$ cat config.mk
export PLATFORM = sky130hd
export DESIGN_NAME = fdtd_regs
export DESIGN_NICKNAME = d
export VERILOG_FILES = /design/src/sv/fdtd_pkg.sv /design/src/sv/fdtd_regs.sv
export SDC_FILE = /design/constraint.sdc
export NUM_CORES = 1
export LEC_CHECK = 0
export BUFFER_PORTS_ARGS = -buffer_cell sky130_fd_sc_hd__buf_2
export CAP_MARGIN = 10
export CELL_PAD_IN_SITES_DETAIL_PLACEMENT = 0
export CELL_PAD_IN_SITES_GLOBAL_PLACEMENT = 1
export CORE_UTILIZATION = 40
export CTS_BUF_LIST = sky130_fd_sc_hd__clkbuf_2 sky130_fd_sc_hd__clkbuf_4 sky130_fd_sc_hd__clkbuf_8
export DETAILED_ROUTE_END_ITERATION = 6
export PLACE_DENSITY_LB_ADDON = 0.1
export SLEW_MARGIN = 20
export SYNTH_ARGS = -nofsm -noshare
export SYNTH_HDL_FRONTEND = slang
export SYNTH_SLANG_ARGS = --single-unit
$ cat constraint.sdc
create_clock -name clk -period 3.84 [get_ports clk]
set_input_delay 0.768 -clock clk [delete_from_list [all_inputs] [get_ports clk]]
set_output_delay 0.768 -clock clk [all_outputs]
set_load 0.05 [all_outputs]
$ cat src/sv/fdtd_pkg.sv
// Shared constants, types and arithmetic helpers for the 1D field update block.
package fdtd_pkg;

  localparam int GRID_MAX   = 256;
  localparam int DEPTH      = GRID_MAX + 1;
  localparam int ADDR_W     = $clog2(DEPTH);
  localparam int DATA_W     = 32;
  localparam int NODES_W    = 9;
  localparam int SRC_W      = 8;
  localparam int IDX_W      = 8;
  localparam int ECOEF_W    = 31;
  localparam int HCOEF_W    = 16;
  localparam int CFG_IDX_W  = 2;
  localparam int CFG_DATA_W = 32;
  localparam int FRAC_W     = 16;
  localparam int DIFF_W     = DATA_W + 1;
  localparam int HPROD_W    = DIFF_W + HCOEF_W + 1;
  localparam int EPROD_W    = DIFF_W + ECOEF_W + 1;
  localparam int PROD_W     = EPROD_W + 1;
  localparam int MIN_NODES  = 2;

  localparam logic [NODES_W-1:0] ACTIVE_RST = NODES_W'(200);
  localparam logic [SRC_W-1:0]   SOURCE_RST = SRC_W'(50);
  localparam logic [ECOEF_W-1:0] ECOEF_RST  = ECOEF_W'(24707072);
  localparam logic [HCOEF_W-1:0] HCOEF_RST  = HCOEF_W'(174);

  typedef enum logic [2:0] {
    ST_CLEAR,
    ST_IDLE,
    ST_SWEEP,
    ST_DRAIN,
    ST_FINISH
  } fdtd_state_t;

  typedef enum logic {
    OP_STEP = 1'b0,
    OP_READ = 1'b1
  } op_t;

  typedef enum logic {
    KIND_STEP = 1'b0,
    KIND_READ = 1'b1
  } kind_t;

  typedef enum logic [CFG_IDX_W-1:0] {
    REG_ACTIVE_NODES = 2'd0,
    REG_SOURCE_NODE  = 2'd1,
    REG_E_COEFF      = 2'd2,
    REG_H_COEFF      = 2'd3
  } reg_idx_t;

  typedef struct packed {
    logic [ADDR_W-1:0]  n;
    logic [SRC_W-1:0]   src;
    logic [ECOEF_W-1:0] e_coeff;
    logic [HCOEF_W-1:0] h_coeff;
  } cfg_t;

  typedef struct packed {
    logic              clr_en;
    logic              take_item;
    logic              rd_en;
    logic [ADDR_W-1:0] addr;
    logic              slot_valid;
    logic              node_valid;
    logic [ADDR_W-1:0] node_idx;
    logic              first;
    logic              ghost;
    logic              src_hit;
    logic              load_out;
    kind_t             out_kind;
    logic              out_zero;
  } dp_cmd_t;

  typedef struct packed {
    logic busy;
  } dp_stat_t;

  // round half up from Q.32 to Q16.16, then saturate to 32 bits
  function automatic logic signed [DATA_W-1:0] scale_sat(input logic signed [PROD_W-1:0] p);
    logic signed [PROD_W:0]        t;
    logic signed [PROD_W-FRAC_W:0] q;
    logic                          fits;
    t = (PROD_W+1)'(p) + (PROD_W+1)'(1 << (FRAC_W - 1));
    q = t[PROD_W:FRAC_W];
    fits = (&q[PROD_W-FRAC_W:DATA_W-1]) || !(|q[PROD_W-FRAC_W:DATA_W-1]);
    if (fits) begin
      return q[DATA_W-1:0];
    end else if (q[PROD_W-FRAC_W]) begin
      return {1'b1, {(DATA_W-1){1'b0}}};
    end else begin
      return {1'b0, {(DATA_W-1){1'b1}}};
    end
  endfunction

  function automatic logic signed [DATA_W-1:0] add_sat(input logic signed [DATA_W-1:0] a,
                                                      input logic signed [DATA_W-1:0] b);
    logic signed [DATA_W:0] s;
    s = {a[DATA_W-1], a} + {b[DATA_W-1], b};
    if (s[DATA_W] == s[DATA_W-1]) begin
      return s[DATA_W-1:0];
    end else if (s[DATA_W]) begin
      return {1'b1, {(DATA_W-1){1'b0}}};
    end else begin
      return {1'b0, {(DATA_W-1){1'b1}}};
    end
  endfunction

endpackage

$ cat src/sv/fdtd_regs.sv
// Configuration register file with node count clamping.
module fdtd_regs (
  input  logic                             clk,
  input  logic                             rst_n,
  input  logic                             cfg_valid,
  output logic                             cfg_ready,
  input  logic [fdtd_pkg::CFG_IDX_W-1:0]   cfg_index,
  input  logic [fdtd_pkg::CFG_DATA_W-1:0]  cfg_data,
  output fdtd_pkg::cfg_t                   cfg
);
  import fdtd_pkg::*;

  logic [NODES_W-1:0] active_r;
  logic [SRC_W-1:0]   source_r;
  logic [ECOEF_W-1:0] e_coeff_r;
  logic [HCOEF_W-1:0] h_coeff_r;
  logic               wr;

  assign cfg_ready = 1'b1;
  assign wr        = cfg_valid && cfg_ready;

  always_ff @(posedge clk) begin
    if (!rst_n) begin
      active_r  <= ACTIVE_RST;
      source_r  <= SOURCE_RST;
      e_coeff_r <= ECOEF_RST;
      h_coeff_r <= HCOEF_RST;
    end else if (wr) begin
      case (reg_idx_t'(cfg_index))
        REG_ACTIVE_NODES: active_r  <= cfg_data[NODES_W-1:0];
        REG_SOURCE_NODE:  source_r  <= cfg_data[SRC_W-1:0];
        REG_E_COEFF:      e_coeff_r <= cfg_data[ECOEF_W-1:0];
        REG_H_COEFF:      h_coeff_r <= cfg_data[HCOEF_W-1:0];
        default: ;
      endcase
    end
  end

  always_comb begin
    if (32'(active_r) > 32'(GRID_MAX)) begin
      cfg.n = ADDR_W'(GRID_MAX);
    end else if (32'(active_r) < 32'(MIN_NODES)) begin
      cfg.n = ADDR_W'(MIN_NODES);
    end else begin
      cfg.n = ADDR_W'(active_r);
    end
    cfg.src     = source_r;
    cfg.e_coeff = e_coeff_r;
    cfg.h_coeff = h_coeff_r;
  end

endmodule

Yosys cells after proc, flatten, opt, wreduce, memory -nomap -nowiden
Index checks and enable logic that the tools add are counted.

word-level totals
  memories kept = 0
  input port bits = 37
  bits in registers = 64
  word-level logic and storage cells = 16
  ROM bits = 0
  bits in writable memories = 0
  latch bits = 0

operators by class
  add/sub/neg operators = 0
  magnitude comparators = 2
  multipliers = 0
  bitwise gates (word level) = 0
  shift-type cells = 0
  div/mod/pow operators = 0
  reduce and logical (&&, ||, !) cells = 5
  equal/unequal tests = 3
  mux-type cells = 2

operators with widths
  operator                                                     number
  2-to-1 mux 9 bit                                             2
  greater-than comparator 9 bit (second input constant)        1
  less-than comparator 9 x 2 -> 1 bit (second input constant)  1
  AND reduction 2 bit                                          4
  == test 2 bit (second input constant)                        2
  == test 2 x 1 -> 1 bit (second input constant)               1
  logical NOT 2 bit                                            1

Depth between registers and ports, before layout
  depth in word-level cells = 3
  depth in mapped cells = 4
  gate-level depth less buffers = 2

Worst setup path after synthesis
No wires, ideal clock.

  path kind = reg2out
  start = register active_r[2]
  end = output port cfg[56] in the netlist's numbering
  data arrival time = 2.433 ns
  required time = 3.072 ns
  cell stages (with the launch flop) = 3
  setup slack = 0.639 ns
  cells stage by stage = dfxtp_1 or4_4 o41ai_1

RTL lines
  what                    line             text
  from (decl)             fdtd_regs.sv:13  logic [NODES_W-1:0] active_r;
  from (signal assigned)  fdtd_regs.sv:30  REG_ACTIVE_NODES: active_r <= cfg_data[NODES_W-1:0];
  to (decl)               fdtd_regs.sv:9   output fdtd_pkg::cfg_t cfg

==> results.ini <==
[outcome]
status=complete, no violations

[setup_path]
critPathLaunchType=register
crit_slowest_cell=or4_4
endpoint_kind=output port
cp_num_buf_inv=1
worstPathArrival_ps=1760
path_cells=or4_4 > o41ai_1 > buf_2
crit_required_ps=3070
critical_path_class=register to output port
path_max_fanout=3
slowest_delay_ps=540
crit_family=simple AND/OR/NAND/NOR gates

[run]
maxCapViolations=0

[floorplan]
io_pins=102
rows=29
initial_core_util_pct=41.2
dieWidth_um=82.7
dieArea_um2=6840
core_um2=6310
die_h_um=82.7

[yosys]
seq_area_frac_synth_pct=49.2
syn_area_um2=2600
syn-num-nets=308
ys_types=23
netlist_instances=271
yosysWarnings=0
avgSynthCellArea_um2=9.61
ys_ff_latch=64

[final_layout]
layout_common_cells=buf_2, nand2_1, dfxtp_1
final_common_cell=buf_2
area_delta_synth_final_pct=27.2
final_nets=397
drive_gt1_share_pct=32.1
diodes=0
final_area_um2=3310
nFillCells=637
fin_util_pct=52.5

[detailed_routing]
vias_per_cell=4.79
firstDrtPassIters=4
ant_nets=0
drc=0
wl_per_cell_um=13.1
num_vias=2116
finalWirelength_um=5770
initialDrtViolationCount=125

[clock_tree]
cts_buffer_depth=2
cts_resized=0
postCtsHoldBufs=0
clk_pin_slew_worst_paths_ps=70
clock_latency_ps=330
root_buffer=clkbuf_8
cts_tree=yes
cts_setup_buffers=0
h-tree-depth=3
cts_sinks=64
cts_buffers=9

[timing]
finClkSkew_ps=0
rsz0062_at_grt=false
relSlewSlack_pct=27.4
setup_viol=0
period_minus_slack_ps=2530
fmax_mhz=396
fin_setup_tns_ps=0
drv_slew=0
hold_ws_ps=453
worstMarginPinSlew_ps=1090
fin_crit_sh_pct=65.8
final_hold_viol_count=0

[hold_path]
hp-class=register to register

[pwr]
total_power_mw=1.52
power_density_nw_per_um2=458
ir_drop_v=0.000243
p_leak_nw=1.64

[grt]
grt_pass1_wl_um=8790
grt_use_total_pct=17.6
grt_max_degree=94
grt_overflow=0
antenna_found_initial=0
first_global_vias=1830

[placement]
io_buffers=99
dpl-instance-area_um2=3110
gp_congestion=0.656
hpwl_um=3870

==> tightest hold or removal path: cells and delay by family, from the launching register on <==
family | cells | cell delay, ps
multiplexers | 1 | 50
AND/OR/NAND/NOR | 1 | 50
flip-flops | 1 | 310
==> cells by family (layout without fill, tap and decap cells) <==
logic type	after synthesis	after routing	synth area share (%)
AO/OA/AOI/OAI	11	11	3.36
buffers and inverters	31	125	5.48
flip-flops	64	64	49.2
multiplexers	55	55	21.1
other	1	1	0.144
AND/OR/NAND/NOR	109	109	20.7
==> path summary, 6_finish.rpt <==
path	from	endpoint	depth (start not counted)	slack, ps
worst min register to register	e_coeff_r[25]	e_coeff_r[25]	2	450
worst max register to register	active_r[8]	active_r[8]	2	3030
worst min-delay path	e_coeff_r[25]	e_coeff_r[25]	2	450
worst max-delay path	active_r[2]	cfg[56]	3	1310
==> state kept, by name, summed over array words and instances, names as in the netlist <==
signal	count
h_coeff_r	16
source_r	8
e_coeff_r	31
active_r	9
==> metrics by stage <==
stage | setup slack, ps | instances
5_1_grt | 1270 | 442
2_1_floorplan | 639 | 271
3_3_place_gp | 1540 | 426
3_5_place_dp | 1530 | 426
4_1_cts | 1310 | 442
6_report | 1310 | 442
==> Yosys cell counts, drive strengths merged <==
library cell / number / area, µm²
dfxtp: 64 / 1280
o41a: 1 / 11.3
o211ai: 9 / 67.6
nand3b: 2 / 15.0
nand4bb: 1 / 11.3
clkbuf: 11 / 41.3
and3: 1 / 6.26
or3b: 1 / 8.76
nand2: 72 / 270
or4: 1 / 11.3
nand4b: 7 / 61.3
nor2: 1 / 3.75
nor3b: 1 / 7.51
buf: 11 / 67.6
nand4: 1 / 6.26
and3b: 2 / 17.5
conb: 1 / 3.75
nand2b: 1 / 6.26
inv: 9 / 33.8
mux2i: 55 / 551
o41ai: 1 / 8.76
nor2b: 18 / 113
==> power breakdown <==
part / leakage (nW) / switching (mW) / total, mW / internal (mW)
registers: 0.521 / 0.0133 / 0.702 / 0.689
logic: 1.01 / 0.159 / 0.224 / 0.0642
clock network: 0.101 / 0.259 / 0.592 / 0.333
==> metal layers <==
| metal | global-route usage [%] | vias to the layer above | wire, µm |
|---|---|---|---|
| li1 | - | 1078 | - |
| met1 | 21.6 | 971 | 2670 |
| met2 | 27.6 | 59 | 2660 |
| met3 | 7.58 | 8 | 368 |
| met4 | 5.69 | 0 | 67 |
| met5 | 0 | - | 0 |
==> layout make-up <==
type	count	area, µm²	area share (%)
timing repair buffer	100	515	15.6
inverter	9	33.8	1.02
tap	77	96.3	2.91
clock buffer	11	151	4.57
multi-input combinational	176	1180	35.6
sequential	64	1280	38.7
clock inverter	5	55.1	1.66
(Power assumes the default switching activity.)
