**src/sv/fdtd_pkg.sv**
```systemverilog
// Shared constants, types and arithmetic helpers for the 1D field update block.
package fdtd_pkg;

  localparam int GRID_MAX   = 256;
  localparam int DEPTH      = GRID_MAX + 1;
  localparam int ADDR_W     = $clog2(DEPTH);
  localparam int DATA_W     = 32;
  localparam int NODES_W    = 9;
  localparam int SRC_W      = 8;
  localparam int IDX_W      = 8;
  localparam int ECOEF_W    = 31;
  localparam int HCOEF_W    = 16;
  localparam int CFG_IDX_W  = 2;
  localparam int CFG_DATA_W = 32;
  localparam int FRAC_W     = 16;
  localparam int DIFF_W     = DATA_W + 1;
  localparam int HPROD_W    = DIFF_W + HCOEF_W + 1;
  localparam int EPROD_W    = DIFF_W + ECOEF_W + 1;
  localparam int PROD_W     = EPROD_W + 1;
  localparam int MIN_NODES  = 2;

  localparam logic [NODES_W-1:0] ACTIVE_RST = NODES_W'(200);
  localparam logic [SRC_W-1:0]   SOURCE_RST = SRC_W'(50);
  localparam logic [ECOEF_W-1:0] ECOEF_RST  = ECOEF_W'(24707072);
  localparam logic [HCOEF_W-1:0] HCOEF_RST  = HCOEF_W'(174);

  typedef enum logic [2:0] {
    ST_CLEAR,
    ST_IDLE,
    ST_SWEEP,
    ST_DRAIN,
    ST_FINISH
  } fdtd_state_t;

  typedef enum logic {
    OP_STEP = 1'b0,
    OP_READ = 1'b1
  } op_t;

  typedef enum logic {
    KIND_STEP = 1'b0,
    KIND_READ = 1'b1
  } kind_t;

  typedef enum logic [CFG_IDX_W-1:0] {
    REG_ACTIVE_NODES = 2'd0,
    REG_SOURCE_NODE  = 2'd1,
    REG_E_COEFF      = 2'd2,
    REG_H_COEFF      = 2'd3
  } reg_idx_t;

  typedef struct packed {
    logic [ADDR_W-1:0]  n;
    logic [SRC_W-1:0]   src;
    logic [ECOEF_W-1:0] e_coeff;
    logic [HCOEF_W-1:0] h_coeff;
  } cfg_t;

  typedef struct packed {
    logic              clr_en;
    logic              take_item;
    logic              rd_en;
    logic [ADDR_W-1:0] addr;
    logic              slot_valid;
    logic              node_valid;
    logic [ADDR_W-1:0] node_idx;
    logic              first;
    logic              ghost;
    logic              src_hit;
    logic              load_out;
    kind_t             out_kind;
    logic              out_zero;
  } dp_cmd_t;

  typedef struct packed {
    logic busy;
  } dp_stat_t;

  // round half up from Q.32 to Q16.16, then saturate to 32 bits
  function automatic logic signed [DATA_W-1:0] scale_sat(input logic signed [PROD_W-1:0] p);
    logic signed [PROD_W:0]        t;
    logic signed [PROD_W-FRAC_W:0] q;
    logic                          fits;
    t = (PROD_W+1)'(p) + (PROD_W+1)'(1 << (FRAC_W - 1));
    q = t[PROD_W:FRAC_W];
    fits = (&q[PROD_W-FRAC_W:DATA_W-1]) || !(|q[PROD_W-FRAC_W:DATA_W-1]);
    if (fits) begin
      return q[DATA_W-1:0];
    end else if (q[PROD_W-FRAC_W]) begin
      return {1'b1, {(DATA_W-1){1'b0}}};
    end else begin
      return {1'b0, {(DATA_W-1){1'b1}}};
    end
  endfunction

  function automatic logic signed [DATA_W-1:0] add_sat(input logic signed [DATA_W-1:0] a,
                                                      input logic signed [DATA_W-1:0] b);
    logic signed [DATA_W:0] s;
    s = {a[DATA_W-1], a} + {b[DATA_W-1], b};
    if (s[DATA_W] == s[DATA_W-1]) begin
      return s[DATA_W-1:0];
    end else if (s[DATA_W]) begin
      return {1'b1, {(DATA_W-1){1'b0}}};
    end else begin
      return {1'b0, {(DATA_W-1){1'b1}}};
    end
  endfunction

endpackage

```
**src/sv/fdtd_ctrl.sv**
```systemverilog
// Controller: clearing pass, sweep sequencing, reads and result handshake.
module fdtd_ctrl (
  input  logic                          clk,
  input  logic                          rst_n,
  input  logic                          in_valid,
  output logic                          in_stall,
  input  logic                          in_operation,
  input  logic [fdtd_pkg::IDX_W-1:0]    in_node_index,
  output logic                          out_valid,
  input  logic                          out_stall,
  input  fdtd_pkg::cfg_t                cfg,
  input  fdtd_pkg::dp_stat_t            stat,
  output fdtd_pkg::dp_cmd_t             cmd
);
  import fdtd_pkg::*;

  fdtd_state_t       state_r, state_nxt;
  logic [ADDR_W-1:0] cnt_r, cnt_nxt;
  logic [ADDR_W-1:0] n_r, n_nxt;
  logic [SRC_W-1:0]  src_r, src_nxt;
  op_t               op_r, op_nxt;
  logic              rd_ok_r, rd_ok_nxt;
  logic              out_valid_r, out_valid_nxt;
  logic              in_acc;

  assign in_stall  = (state_r != ST_IDLE);
  assign in_acc    = in_valid && !in_stall;
  assign out_valid = out_valid_r;

  always_ff @(posedge clk) begin
    if (!rst_n) begin
      state_r     <= ST_CLEAR;
      cnt_r       <= '0;
      out_valid_r <= 1'b0;
    end else begin
      state_r     <= state_nxt;
      cnt_r       <= cnt_nxt;
      out_valid_r <= out_valid_nxt;
    end
  end

  always_ff @(posedge clk) begin
    n_r     <= n_nxt;
    src_r   <= src_nxt;
    op_r    <= op_nxt;
    rd_ok_r <= rd_ok_nxt;
  end

  always_comb begin
    state_nxt     = state_r;
    cnt_nxt       = cnt_r;
    n_nxt         = n_r;
    src_nxt       = src_r;
    op_nxt        = op_r;
    rd_ok_nxt     = rd_ok_r;
    out_valid_nxt = out_valid_r && out_stall;
    cmd           = '0;
    cmd.out_kind  = KIND_STEP;
    case (state_r)
      ST_CLEAR: begin
        cmd.clr_en = 1'b1;
        cmd.addr   = cnt_r;
        if (cnt_r == ADDR_W'(GRID_MAX)) begin
          cnt_nxt   = '0;
          state_nxt = ST_IDLE;
        end else begin
          cnt_nxt = cnt_r + 1'b1;
        end
      end
      ST_IDLE: begin
        if (in_acc) begin
          cmd.take_item = 1'b1;
          op_nxt        = op_t'(in_operation);
          if (op_t'(in_operation) == OP_READ) begin
            rd_ok_nxt   = (32'(in_node_index) <= 32'(GRID_MAX));
            cmd.rd_en   = rd_ok_nxt;
            cmd.addr    = ADDR_W'(in_node_index);
            state_nxt   = ST_FINISH;
          end else begin
            n_nxt     = cfg.n;
            src_nxt   = cfg.src;
            cnt_nxt   = '0;
            state_nxt = ST_SWEEP;
          end
        end
      end
      ST_SWEEP: begin
        cmd.slot_valid = 1'b1;
        cmd.rd_en      = (cnt_r <= n_r);
        cmd.addr       = cnt_r;
        cmd.node_valid = (cnt_r != '0);
        cmd.node_idx   = cnt_r - 1'b1;
        cmd.first      = (cnt_r == ADDR_W'(1));
        cmd.ghost      = (cnt_r == n_r + 1'b1);
        cmd.src_hit    = cmd.node_valid && (32'(cmd.node_idx) == 32'(src_r));
        if (cmd.ghost) begin
          state_nxt = ST_DRAIN;
        end else begin
          cnt_nxt = cnt_r + 1'b1;
        end
      end
      ST_DRAIN: begin
        if (!stat.busy) begin
          state_nxt = ST_FINISH;
        end
      end
      ST_FINISH: begin
        if (!out_valid_r || !out_stall) begin
          cmd.load_out  = 1'b1;
          cmd.out_kind  = (op_r == OP_READ) ? KIND_READ : KIND_STEP;
          cmd.out_zero  = !((op_r == OP_READ) && rd_ok_r);
          out_valid_nxt = 1'b1;
          state_nxt     = ST_IDLE;
        end
      end
      default: begin
        state_nxt = ST_IDLE;
      end
    endcase
  end

`ifndef SYNTHESIS
  a_sweep_bound: assert property (@(posedge clk) disable iff (!rst_n)
    (state_r == ST_SWEEP) |-> (cnt_r <= n_r + 1'b1))
    else $error("sweep slot past ghost node");

  a_clear_bound: assert property (@(posedge clk) disable iff (!rst_n)
    (state_r == ST_CLEAR) |-> (cnt_r <= ADDR_W'(GRID_MAX)))
    else $error("clear pass past last entry");

  a_finish_drained: assert property (@(posedge clk) disable iff (!rst_n)
    (state_r == ST_FINISH) |-> !stat.busy)
    else $error("result issued with update pipeline busy");

  a_no_overwrite: assert property (@(posedge clk) disable iff (!rst_n)
    cmd.load_out |-> !(out_valid_r && out_stall))
    else $error("result register overwritten while held");

  a_one_item: assert property (@(posedge clk) disable iff (!rst_n)
    (in_acc && (op_t'(in_operation) == OP_STEP)) |=> (state_r == ST_SWEEP) && (cnt_r == '0))
    else $error("step item did not start a sweep");
`endif

endmodule

```
**config.mk**
```make
export PLATFORM = sky130hd
export DESIGN_NAME = fdtd_ctrl
export DESIGN_NICKNAME = d
export VERILOG_FILES = /design/src/sv/fdtd_pkg.sv /design/src/sv/fdtd_ctrl.sv
export SDC_FILE = /design/constraint.sdc
export NUM_CORES = 1
export LEC_CHECK = 0
export ABC_AREA = 1
export ABC_CLOCK_PERIOD_IN_PS = 2570
export BUFFER_PORTS_ARGS = -buffer_cell sky130_fd_sc_hd__buf_2
export CELL_PAD_IN_SITES_DETAIL_PLACEMENT = 0
export CELL_PAD_IN_SITES_GLOBAL_PLACEMENT = 2
export CORE_ASPECT_RATIO = 1.75
export CORE_MARGIN = 8
export CORE_UTILIZATION = 24
export CTS_CLUSTER_DIAMETER = 60
export DETAILED_ROUTE_END_ITERATION = 8
export PLACE_DENSITY_LB_ADDON = 0.25
export SLEW_MARGIN = 20
export SYNTH_ARGS = -nofsm -noshare
export SYNTH_HDL_FRONTEND = slang
export SYNTH_SLANG_ARGS = --single-unit
```
**constraint.sdc**
```tcl
create_clock -name clk -period 2.57 [get_ports clk]
set_input_delay 0.257 -clock clk [delete_from_list [all_inputs] [get_ports clk]]
set_output_delay 0.257 -clock clk [all_outputs]
set_load 0.02 [all_outputs]
```
* Yosys cells after proc, flatten, opt, wreduce, memory -nomap -nowiden
Cells that the tools add are included.
Storage, ports and cells: output and inout bits 31, register bits after elaboration 31, memories kept 0, bits in writable memories 0, bits of input ports 78, bits in read-only memories 0, bits in latches 0, word-level logic and storage cells 67
Operators by class: bitwise logic cells 1, equality and inequality tests 16, $add $sub $neg 3, $lt $le $gt $ge 1, divide/modulo/power cells 0, shift operators 0, reductions and logical operators 16, muxes and demuxes 24, multiply operators 0
Operators with widths (number):
- 9-bit two-way mux | 4
- 9-bit case mux with 3 select lines | 1
- 3-bit two-way mux | 8
- 9-bit by 1-bit adder with 9-bit output (second input constant) | 2
- 9-bit case mux with 2 select lines | 1
- 3-bit case mux with 5 select lines | 1
- 14-bit two-way mux | 1
- 2-bit inequality test (second input constant) | 7
- 11-bit two-way mux | 1
- 10-bit two-way mux | 1
- 9-bit by 1-bit == test with 1-bit output (second input constant) | 1
- 9-bit by 8-bit == test with 1-bit output | 1
- 9-bit == test | 1
- 9-bit == test (second input constant) | 1
- 9-bit <= comparator | 1
- 9-bit nonzero test | 1
- 9-bit by 1-bit subtractor with 9-bit output (second input constant) | 1
- 3-bit by 2-bit == test with 1-bit output (second input constant) | 2
- 1-bit two-way mux | 5
- 5-bit AND reduction | 1
- 1-bit logical NOT | 4
- 4-bit AND reduction | 1
- 3-bit by 1-bit == test with 1-bit output (second input constant) | 1
- 3-bit == test (second input constant) | 1
- other kinds (10) | 12

* Depth between registers and ports, before layout
Gate-level depths: netlist of the first run.
depth in word-level cells 5, mapped depth 14

* Worst setup path before layout of the first run
OpenSTA, ideal clock, no wires.
path kind register -> output, start register cnt_r[0], end output port cmd[3] (netlist name), setup slack 481 ps, path buffers 0, cell stages (with the launch flop) 12, arrival 1832 ps, path through dfxtp_1 -> inv_1 -> ha_1 -> nand2_1 -> o21ai_0 -> a211oi_1 -> nand3_1 -> nor2_1 -> nand3_1 -> nor2_1 -> nand2_1 -> nor2_1
RTL lines:
- start: declaration | RTL line fdtd_ctrl.sv:18 | logic [ADDR_W-1:0] cnt_r, cnt_nxt;
- start signal: assignment | RTL line fdtd_ctrl.sv:37 | cnt_r <= cnt_nxt;
- end: declaration | RTL line fdtd_ctrl.sv:13 | output fdtd_pkg::dp_cmd_t cmd

==> impl_metrics.py, run 1 <==
metrics = {
    "layout": {
        "fillCellCount": 1091,
        "layout-drive-gt1-share_pct": 26.3,
        "layout.nets": 510,
        "diodes": 0,
        "multi_input_area_um2": 1440,
        "register_area_um2": 805,
        "synthToLayoutAreaGrowth_pct": 27.0,
    },
    "sta": {
        "skew_ns": 0.00750,
        "relSlewSlack_pct": 74.1,
        "setup_ws_ns": 0.150,
        "fmax_mhz": 413,
        "slew_violations": 0,
        "fin_setup_tns_ns": 0,
        "worst_pin_slew_ns": 0.389,
        "setup_viol": 0,
        "min_period_ns": 2.42,
        "final_hold_viol_count": 0,
        "finalCritPeriodShare_pct": 94.2,
        "grt_setup_unrepaired": "no",
    },
    "clock_tree": {
        "cts_root_buffer": "clkbuf_16",
        "cts_tree": "built",
        "clk_latency_ns": 0.29,
        "cts_buffers": 5,
        "path_clk_slew_ns": 0.06,
        "clockBufferDepth": 2,
        "cts.sinks": 31,
        "h-tree-depth": 2,
        "holdBufCountCts": 0,
    },
    "synthesis": {
        "netlist_instances": 350,
        "synth_edf_count": 18,
        "synth-xor-area-share_pct": 3.62,
        "synth-simple-area-share_pct": 38.2,
        "muxShareOfSynthArea_pct": 0,
        "synth_top_family_by_area": "simple AND/OR/NAND/NOR gates",
        "synth-seq-cells": 31,
        "yosysSeqAreaShare_pct": 33.1,
        "ys_types": 35,
        "synth-adder-area-share_pct": 7.24,
        "synth_compound_gate_area_share_pct": 9.31,
        "ys.flop_type": "edfxtp_1",
        "synth_nets": 442,
        "ys_async_sr_fraction_pct": 0,
        "netlist_area_um2": 2420,
        "avgSynthCellArea_um2": 6.91,
        "yosysWarnings": 0,
    },
    "critical_path": {
        "crit_required_ns": 2.31,
        "arrival_ns": 2.16,
        "cp-start-kind": "flop",
        "r2r_slack_ns": 0.51,
        "critPathKind": "flop to primary output",
        "end_kind": "primary output",
        "regToRegStartpoint": "n_r[0]",
        "critPathMaxFanout": 9,
        "rr_worst_depth": 13,
        "r2r_end": "cnt_r[4]",
    },
    "grt": {
        "grt_util_all_layers_pct": 12.6,
        "grt_overflow_total": 0,
        "antenna_found_initial": 0,
        "grt_pass1_vias": 2551,
        "grt_pass1_wl_mm": 13.5,
        "grt_max_degree": 15,
    },
    "power_and_ir_drop": {
        "power-per-cell-area_nw_per_um2": 418,
        "p_leak_nw": 1.50,
        "vdd.ir_drop.worst_uv": 219,
    },
    "route": {
        "drc": 0,
        "num_vias": 2505,
        "wl_per_cell_um": 15.3,
        "via_per_inst": 4.60,
        "drt_iter0_markers": 118,
        "dr.pass1.iters": 4,
        "ant_nets": 0,
        "wl_mm": 8.35,
    },
    "placed_design": {
        "dp_slack_ns": 0.341,
        "port-buffer-count": 61,
        "gp_congestion": 0.743,
        "hpwl_mm": 6.90,
    },
    "floorplanning": {
        "fp.dieH_um": 149,
        "rows": 48,
        "die_area_um2": 13700,
        "pin_count": 109,
        "initial_utilization_pct": 24.6,
        "core_um2": 9850,
        "die_w_um": 91.9,
    },
    "hold_path": {
        "min_to": "n_r[8]",
        "min_path_cells": 1,
        "hold_path.startpoint": "cfg[63]",
        "hold_path_class": "primary input to flop",
    },
    "outcome": {
        "status": "finished clean",
    },
    "run": {
        "drv_cap": 0,
    },
}
## flip-flops by register name, indices dropped and copies added (netlist names)
| register | count |
|---|---|
| n_r | 9 |
| src_r | 8 |
| out_valid | 1 |
| state_r | 3 |
| op_r | 1 |
| cnt_r | 9 |
## critical path: stages (launching register included)
cell	delay [ns]
dfxtp_1	0.54
ha_1	0.31
nand4_1	0.15
o21ai_0	0.11
o21bai_1	0.18
o211ai_1	0.13
o31ai_1	0.13
nand2_1	0.09
nand2_1	0.07
buf_2	0.17
## cells by family after synthesis
logic type,count (synthesis)
fa+ha+maj,14
compound gates,39
xor+xnor,10
flops,31
simple gates,208
buf+inv,48
## Yosys cell counts (3+ instances only)
master	instances	area [um^2]
a21oi_1	13	65.1
o21ai_1	4	20.0
clkbuf_1	4	15.0
dfxtp_1	13	260
nand4_1	5	31.3
nor2_4	3	33.8
nor2_1	51	191
xnor2_1	3	26.3
buf_2	3	15.0
nand2_2	4	25.0
inv_1	26	97.6
xor2_1	7	61.3
o21ai_0	14	70.1
ha_1	14	175
nand2_1	83	312
nor2_2	5	31.3
nand3_1	47	235
edfxtp_1	18	541
nor3_1	4	20.0
inv_2	9	33.8
## layout by cell type (no fill, tap or decap), types with 2 or more instances in the layout
| cell type | netlist | final |
|---|---|---|
| a21oi_1 | 13 | 13 |
| buf_2 | 3 | 60 |
| buf_4 | 2 | 12 |
| clkbuf_16 | 0 | 5 |
| clkinv_1 | 2 | 2 |
| clkinv_2 | 0 | 3 |
| dfxtp_1 | 13 | 12 |
| edfxtp_1 | 18 | 18 |
| ha_1 | 14 | 13 |
| inv_1 | 26 | 25 |
| inv_2 | 9 | 8 |
| inv_4 | 0 | 2 |
| nand2_1 | 83 | 83 |
| nand2_2 | 4 | 4 |
| nand3_1 | 47 | 47 |
| nand4_1 | 5 | 5 |
| nor2_1 | 51 | 51 |
| nor2_2 | 5 | 4 |
| nor2_4 | 3 | 4 |
| nor3_1 | 4 | 4 |
| o211ai_1 | 2 | 2 |
| o21ai_0 | 14 | 14 |
| o21ai_1 | 4 | 4 |
| or2_2 | 2 | 2 |
| xnor2_1 | 3 | 3 |
| xor2_1 | 7 | 7 |
## per-layer routing
| metal | vias up | GRT usage, % | wire length [um] | part of all wire (%) |
|---|---|---|---|---|
| li1 | 1282 | - | - | - |
| met3 | 9 | 2.42 | 429 | 5.1 |
| met5 | - | 0 | 0 | 0 |
| met1 | 1141 | 12.9 | 3160 | 38 |
| met4 | 0 | 5.11 | 161 | 1.9 |
| met2 | 73 | 24.1 | 4600 | 55 |
## final cells by class
cell class                 instances  area share [%]
sequential                        31            26.2
multi-input combinational        271            46.8
inverter                          37            4.68
tap                              125            5.09
timing repair buffer              72            12.7
clock buffer                       5            4.07
clock inverter                     3           0.489
## how the worst max path moves through the flow
stage                     depth (start not counted)      end     start  slack [ns]
after global placement                           12   cmd[3]  cnt_r[1]        0.33
after CTS                                        12   cmd[3]  cnt_r[1]        0.02
after global routing                             12   cmd[3]  cnt_r[0]       0.007
after detailed placement                         12   cmd[3]  cnt_r[1]        0.34
after floorplan                                  11   cmd[3]  cnt_r[0]        0.48
final                                             9  cmd[26]  cnt_r[2]        0.15
## per-stage QoR
step | power [mW] | area (um^2) | util [%] | std cells | hold slack [ns]
floorplan | 0.636 | 2420 | - | 350 | 0.356
CTS | 1.30 | 3040 | 30.8 | 544 | 0.139
detailed placement | 0.690 | 2900 | 29.4 | 536 | 0.436
global route | 1.34 | 3070 | 31.2 | 544 | 0.136
global placement | 0.689 | 2900 | 29.4 | 536 | 0.434
finish | 1.29 | 3070 | 31.2 | 544 | 0.142
## power by group
| group | switching (mW) | internal [mW] |
|---|---|---|
| clock | 0.247 | 0.354 |
| combinational | 0.0846 | 0.0634 |
| sequential | 0.00789 | 0.529 |
| total | 0.339 | 0.946 |
## timing repair
| item | CTS | global route |
|---|---|---|
| endpoints found under the setup margin | 0 | 2 |
| setup buffers | 0 | 0 |
| resized for setup | 0 | 9 |
(Power assumes the default switching activity.)
==> run 2, diff against run 1 <==
CORE_ASPECT_RATIO = 0.6   (was 1.75)
RECOVER_POWER = 100   (was not set)
==> run 2 against run 1 <==
- sequential share of layout area is 0.47 points higher
- worst setup slack improved by 0.041 ns
- critical path depth is 3 higher
- combinational power decreased by 5%
- fmax rose by 1.7%
- sequential power hardly changed
- clock skew increased by 0.0014 ns
- via count shrank 2.6%
- clock power rose by 13%
- largest power group unchanged
==> impl_metrics.py, run 2 (synthesized netlist as in run 1, its figures left out) <==
metrics = {
    "outcome": {
        "status": "finished clean",
    },
    "grt": {
        "grt_pass1_wl_mm": 13.1,
        "grt_overflow_total": 0,
        "grt_util_all_layers_pct": 12.3,
        "grt_max_degree": 15,
        "grt_pass1_vias": 2356,
        "grt.met1_usage_pct": 18.8,
        "grt.met3_usage_pct": 3.66,
        "antenna_found_initial": 0,
        "grt.busiest_layer": "met1",
        "grt_use_met2_pct": 16.0,
    },
    "layout": {
        "final_common_cell": "nand2_1",
        "layout_common_cells": "nand2_1, nor2_1, nand3_1",
        "layout-drive-gt1-share_pct": 19.4,
        "final_area_um2": 3010,
        "utilization_pct": 30.6,
        "diodes": 0,
        "layout.nets": 508,
        "synthToLayoutAreaGrowth_pct": 24.6,
        "largest_registers": "cnt_r x9, n_r x9, src_r x8",
        "fillCellCount": 1137,
    },
    "placed_design": {
        "gp_congestion": 0.749,
        "hpwl_mm": 6.76,
        "dp_slack_ns": 0.310,
        "port-buffer-count": 61,
        "place_area_um2": 2880,
    },
    "sta": {
        "skew_ns": 0.00888,
        "final_hold_viol_count": 0,
        "worst_pin_slew_ns": 0.786,
        "fmax_mhz": 420,
        "setup_ws_ns": 0.191,
        "grt_setup_unrepaired": "yes",
        "slew_violations": 0,
        "min_period_ns": 2.38,
        "finalCritPeriodShare_pct": 92.6,
        "relSlewSlack_pct": 47.6,
        "setup_viol": 0,
    },
    "route": {
        "drc": 0,
        "ant_nets": 0,
        "via_per_inst": 4.42,
        "drt_iter0_markers": 143,
        "dr.pass1.iters": 4,
        "num_vias": 2441,
        "wl_per_cell_um": 14.9,
        "wl_mm": 8.21,
    },
    "floorplanning": {
        "initial_utilization_pct": 24.6,
        "pin_count": 109,
        "core_um2": 9840,
        "die_w_um": 146,
        "rows": 28,
        "die_area_um2": 13700,
        "fp.dieH_um": 93.8,
    },
    "clock_tree": {
        "cts_tree": "built",
        "clockBufferDepth": 2,
        "cts_buffers": 5,
        "cts_root_buffer": "clkbuf_16",
        "holdBufCountCts": 0,
        "path_clk_slew_ns": 0.06,
        "h-tree-depth": 2,
        "cts.sinks": 31,
        "clk_latency_ns": 0.28,
    },
    "critical_path": {
        "crit_required_ns": 2.31,
        "critPathMaxFanout": 7,
        "end_kind": "primary output",
        "arrival_ns": 2.12,
        "cp-start-kind": "flop",
        "critPathKind": "flop to primary output",
    },
    "power_and_ir_drop": {
        "p_leak_nw": 1.41,
        "vdd.ir_drop.worst_uv": 214,
        "power-per-cell-area_nw_per_um2": 450,
    },
    "run": {
        "drv_cap": 0,
    },
    "hold_path": {
        "hold_path_class": "primary input to flop",
    },
}
==> run 2: changes by cell type in the layout (fill, tap and decap cells not counted), sizes merged <==
cell / delta
buf: -28
inv: -1
clkbuf: +28
bufinv: +1
clkinv: -2
==> run 2: layout make-up <==
type | count | area [um^2] | share of cell area, %
clock buffers | 7 | 133 | 4.40
multi-input cells | 271 | 1400 | 46.5
clock inverters | 1 | 30.0 | 0.996
repair buffers | 70 | 340 | 11.3
flip-flops and latches | 31 | 803 | 26.7
well taps | 135 | 169 | 5.60
inverters | 37 | 139 | 4.61
==> run 2: final timing paths <==
| path | end | slack, ns | start | cells past startpoint |
|---|---|---|---|---|
| worst min-delay path | n_r[2] | 0.14 | cfg[57] | 1 |
| worst max-delay path | cmd[3] | 0.19 | cnt_r[1] | 12 |
| worst min register to register | cnt_r[1] | 0.53 | cnt_r[1] | 2 |
| worst max register to register | cnt_r[5] | 0.23 | n_r[0] | 12 |
==> run 2: metrics by stage <==
| step | power [mW] | cells | hold WS [ns] | TNS (ns) |
|---|---|---|---|---|
| after CTS | 1.38 | 550 | 0.139 | 0 |
| after global placement | 0.691 | 542 | 0.435 | 0 |
| after floorplan | 0.636 | 350 | 0.356 | 0 |
| after global routing | 1.41 | 552 | 0.136 | -0.0386 |
| final | 1.36 | 552 | 0.145 | 0 |
| after detailed placement | 0.690 | 542 | 0.435 | 0 |
==> run 2: worst max-delay path, stage by stage (launching register included) <==
cell      delay, ns
dfxtp_2        0.38
inv_2          0.10
ha_1           0.35
nand2_1        0.08
o21ai_0        0.07
a211oi_1       0.20
nand3_1        0.10
nor2_1         0.09
nand3_1        0.08
nor2_1         0.10
nand2_1        0.05
nor2_1         0.08
buf_2          0.17
==> run 2: report_power, final <==
group          leakage, nW  switching (mW)  internal (mW)  total [mW]
registers            0.268         0.00635          0.529       0.535
logic                 1.06          0.0824         0.0580       0.140
clock network       0.0781           0.222          0.458       0.680
total                 1.41           0.311           1.05        1.36
==> run 2: repair_timing <==
action	CTS	global route
buffers inserted	0	2
endpoints found under the setup margin	1	3
gates resized for setup	1	3
==> run 2: layer usage <==
| metal | vias to the layer above | wire (um) |
|---|---|---|
| met5 | - | 0 |
| met4 | 0 | 40 |
| met3 | 5 | 491 |
| met2 | 60 | 2870 |
| met1 | 1094 | 4800 |
| li1 | 1282 | - |
==> run 3, diff against run 2 <==
ABC_AREA = not set   (was 1)
CORE_UTILIZATION = 27   (was 24)
==> run 3 against run 2 <==
- fmax is 3.1% lower
- die area decreased by 9.4%
- clock power down 15%
- hold slack better by 0.0035 ns
- routed wire length is 11% lower
- via count down 13%
- worst setup slack worse by 0.077 ns
- critical endpoint is now cmd[26]
==> impl_metrics.py, run 3 <==
metrics = {
    "clock_tree": {
        "cts_buffers": 5,
        "path_clk_slew_ns": 0.05,
        "cts_tree": "built",
        "clockBufferDepth": 2,
        "clk_latency_ns": 0.28,
        "h-tree-depth": 2,
        "cts_root_buffer": "clkbuf_16",
        "cts.sinks": 31,
    },
    "critical_path": {
        "critPathKind": "flop to primary output",
        "critPathMaxFanout": 6,
        "critPathSlowestCell": "dfxtp_1",
        "critPathMaxStageDelay_ns": 0.48,
        "critPathBufInv": 1,
        "worstPathCellList": "ha_1, a21o_1, a21o_1, a211oi_1, o21ai_0, a21oi_1, or2_2, buf_2",
        "arrival_ns": 2.20,
        "cp-start-kind": "flop",
        "crit_required_ns": 2.31,
        "crit_top_cell": "a21o_1",
        "end_kind": "primary output",
        "cpLargestDelayFamily": "compound AO/OA/AOI/OAI gates",
    },
    "floorplanning": {
        "die_area_um2": 12400,
        "core_um2": 8620,
        "die_w_um": 138,
        "pin_count": 109,
        "fp.dieH_um": 89.4,
        "rows": 26,
        "initial_utilization_pct": 28.1,
    },
    "synthesis": {
        "avgSynthCellArea_um2": 9.26,
        "synth_nets": 354,
        "synth_top_area_cell": "edfxtp_1",
        "synth-xor-area-share_pct": 8.66,
        "netlist_top_cells_count": "nor2_1, nand2_1, edfxtp_1",
        "ys_types": 54,
        "synth_area_leaders": "edfxtp_1, dfxtp_1, ha_1",
        "ys.flop_type": "edfxtp_1",
        "synth_top_family_by_area": "simple AND/OR/NAND/NOR gates",
        "synth_compound_gate_area_share_pct": 16.5,
        "netlist_area_um2": 2430,
        "yosys.area.top_type_share_pct": 22.3,
        "synth-adder-area-share_pct": 7.22,
        "yosysSeqAreaShare_pct": 33.0,
        "yosysMostFrequentCell": "nor2_1",
        "synth-simple-area-share_pct": 24.8,
        "netlist_instances": 262,
        "yosysWarnings": 0,
        "ys_async_sr_fraction_pct": 0,
        "synth_edf_count": 18,
        "muxShareOfSynthArea_pct": 0.825,
        "synth-seq-cells": 31,
    },
    "sta": {
        "skew_ns": 0.00557,
        "setup_viol": 0,
        "worst_pin_slew_ns": 0.551,
        "timing.hold.ws_ns": 0.148,
        "final_hold_viol_count": 0,
        "slew_violations": 0,
        "grt_setup_unrepaired": "no",
        "finalCritPeriodShare_pct": 95.6,
        "fmax_mhz": 407,
        "setup_ws_ns": 0.114,
        "relSlewSlack_pct": 63.2,
        "fin_setup_tns_ns": 0,
        "min_period_ns": 2.46,
    },
    "layout": {
        "largest_registers": "cnt_r x9, n_r x9, src_r x8",
        "synthToLayoutAreaGrowth_pct": 26.4,
        "layout.nets": 423,
        "layout_common_cells": "buf_2, nor2_1, clkbuf_1",
        "utilization_pct": 35.6,
        "final_common_cell": "buf_2",
        "layout-drive-gt1-share_pct": 29.5,
        "diodes": 0,
    },
    "grt": {
        "grt_overflow_total": 0,
        "grt_max_degree": 23,
        "grt_pass1_wl_mm": 12.0,
        "antenna_found_initial": 0,
        "grt_util_all_layers_pct": 12.2,
        "grt_pass1_vias": 2209,
    },
    "outcome": {
        "status": "finished clean",
    },
    "power_and_ir_drop": {
        "p_leak_nw": 1.35,
        "power-per-cell-area_nw_per_um2": 414,
        "vdd.ir_drop.worst_uv": 206,
    },
    "placed_design": {
        "dp_slack_ns": 0.217,
        "hpwl_mm": 5.74,
        "port-buffer-count": 61,
        "gp_congestion": 0.755,
    },
    "route": {
        "drt_iter0_markers": 108,
        "num_vias": 2128,
        "wl_per_cell_um": 16.4,
        "drc": 0,
        "wl_mm": 7.28,
        "dr.pass1.iters": 4,
        "ant_nets": 0,
        "via_per_inst": 4.79,
    },
    "hold_path": {
        "hold_path_class": "primary input to flop",
    },
    "run": {
        "drv_cap": 0,
    },
}
-- run 3: cell count changes after synthesis, sizes merged, moves of 6 or more --
cell	previous run	this run
nand2	87	19
nand3	48	8
nor2	59	28
inv	35	16
and3	0	10
nand4b	0	10
a21oi	14	6
a22o	0	8
o22ai	0	8
xnor2	3	11
o21ai	19	13
xor2	7	13
-- run 3: report_power, final --
group	internal, mW	switching [mW]	leakage, nW
logic	0.0764	0.0791	1.01
clock network	0.360	0.215	0.0652
registers	0.529	0.00846	0.269
-- run 3: path summary, 6_finish.rpt --
path | start | to | slack (ns) | cells past startpoint
worst min-delay path | cfg[51] | src_r[4] | 0.15 | 1
worst max-delay path | cnt_r[2] | cmd[26] | 0.11 | 8
worst max register to register | n_r[0] | cnt_r[2] | 0.28 | 8
worst min register to register | out_valid | out_valid | 0.53 | 2
-- run 3: cell families after synthesis --
group / count (synthesis)
and+or+nand+nor: 102
AOI/OAI and AO/OA: 54
buffers and inverters: 35
DFF: 31
xor gates and xnor gates: 24
adders and majority gates: 14
muxes: 2
-- run 3: layer usage --
metal	wire length [um]	vias up	GRT usage (%)
li1	-	1082	-
met1	4080	993	17.8
met2	2780	46	17.0
met3	371	7	3.66
met4	51	0	2.75
met5	0	-	0
-- run 3: repair_timing --
item	4_1_cts	5_1_grt
pin swaps	0	2
hold buffers	0	0
buffers inserted	1	3
resized for setup	4	13
setup endpoints to repair	3	3
-- run 3: worst reg2reg max path, cell delays in order (launching register included) --
cell and delay, ns:
edfxtp_1 0.43, ha_2 0.26, o21ba_2 0.22, a22oi_1 0.21, o211ai_2 0.18, buf_4 0.18
nor4_4 0.45, nor2_1 0.12, o22ai_1 0.17
-- run 3: layout make-up --
class,instances,area [um^2]
Timing Repair Buffer,81,452
Multi-Input combinational cell,196,1470
Sequential cell,31,808
Inverter,16,60.1
Tap cell,112,140
Clock buffer,8,136
Fill cell,917,5550
-- run 3: per-stage QoR --
| stage | cell area (um^2) | instances | total power [mW] |
|---|---|---|---|
| after global routing | 3070 | 444 | 1.33 |
| after detailed placement | 2850 | 432 | 0.692 |
| after CTS | 3020 | 441 | 1.28 |
| after floorplan | 2430 | 262 | 0.637 |
| final | 3070 | 444 | 1.27 |
| after global placement | 2850 | 432 | 0.693 |
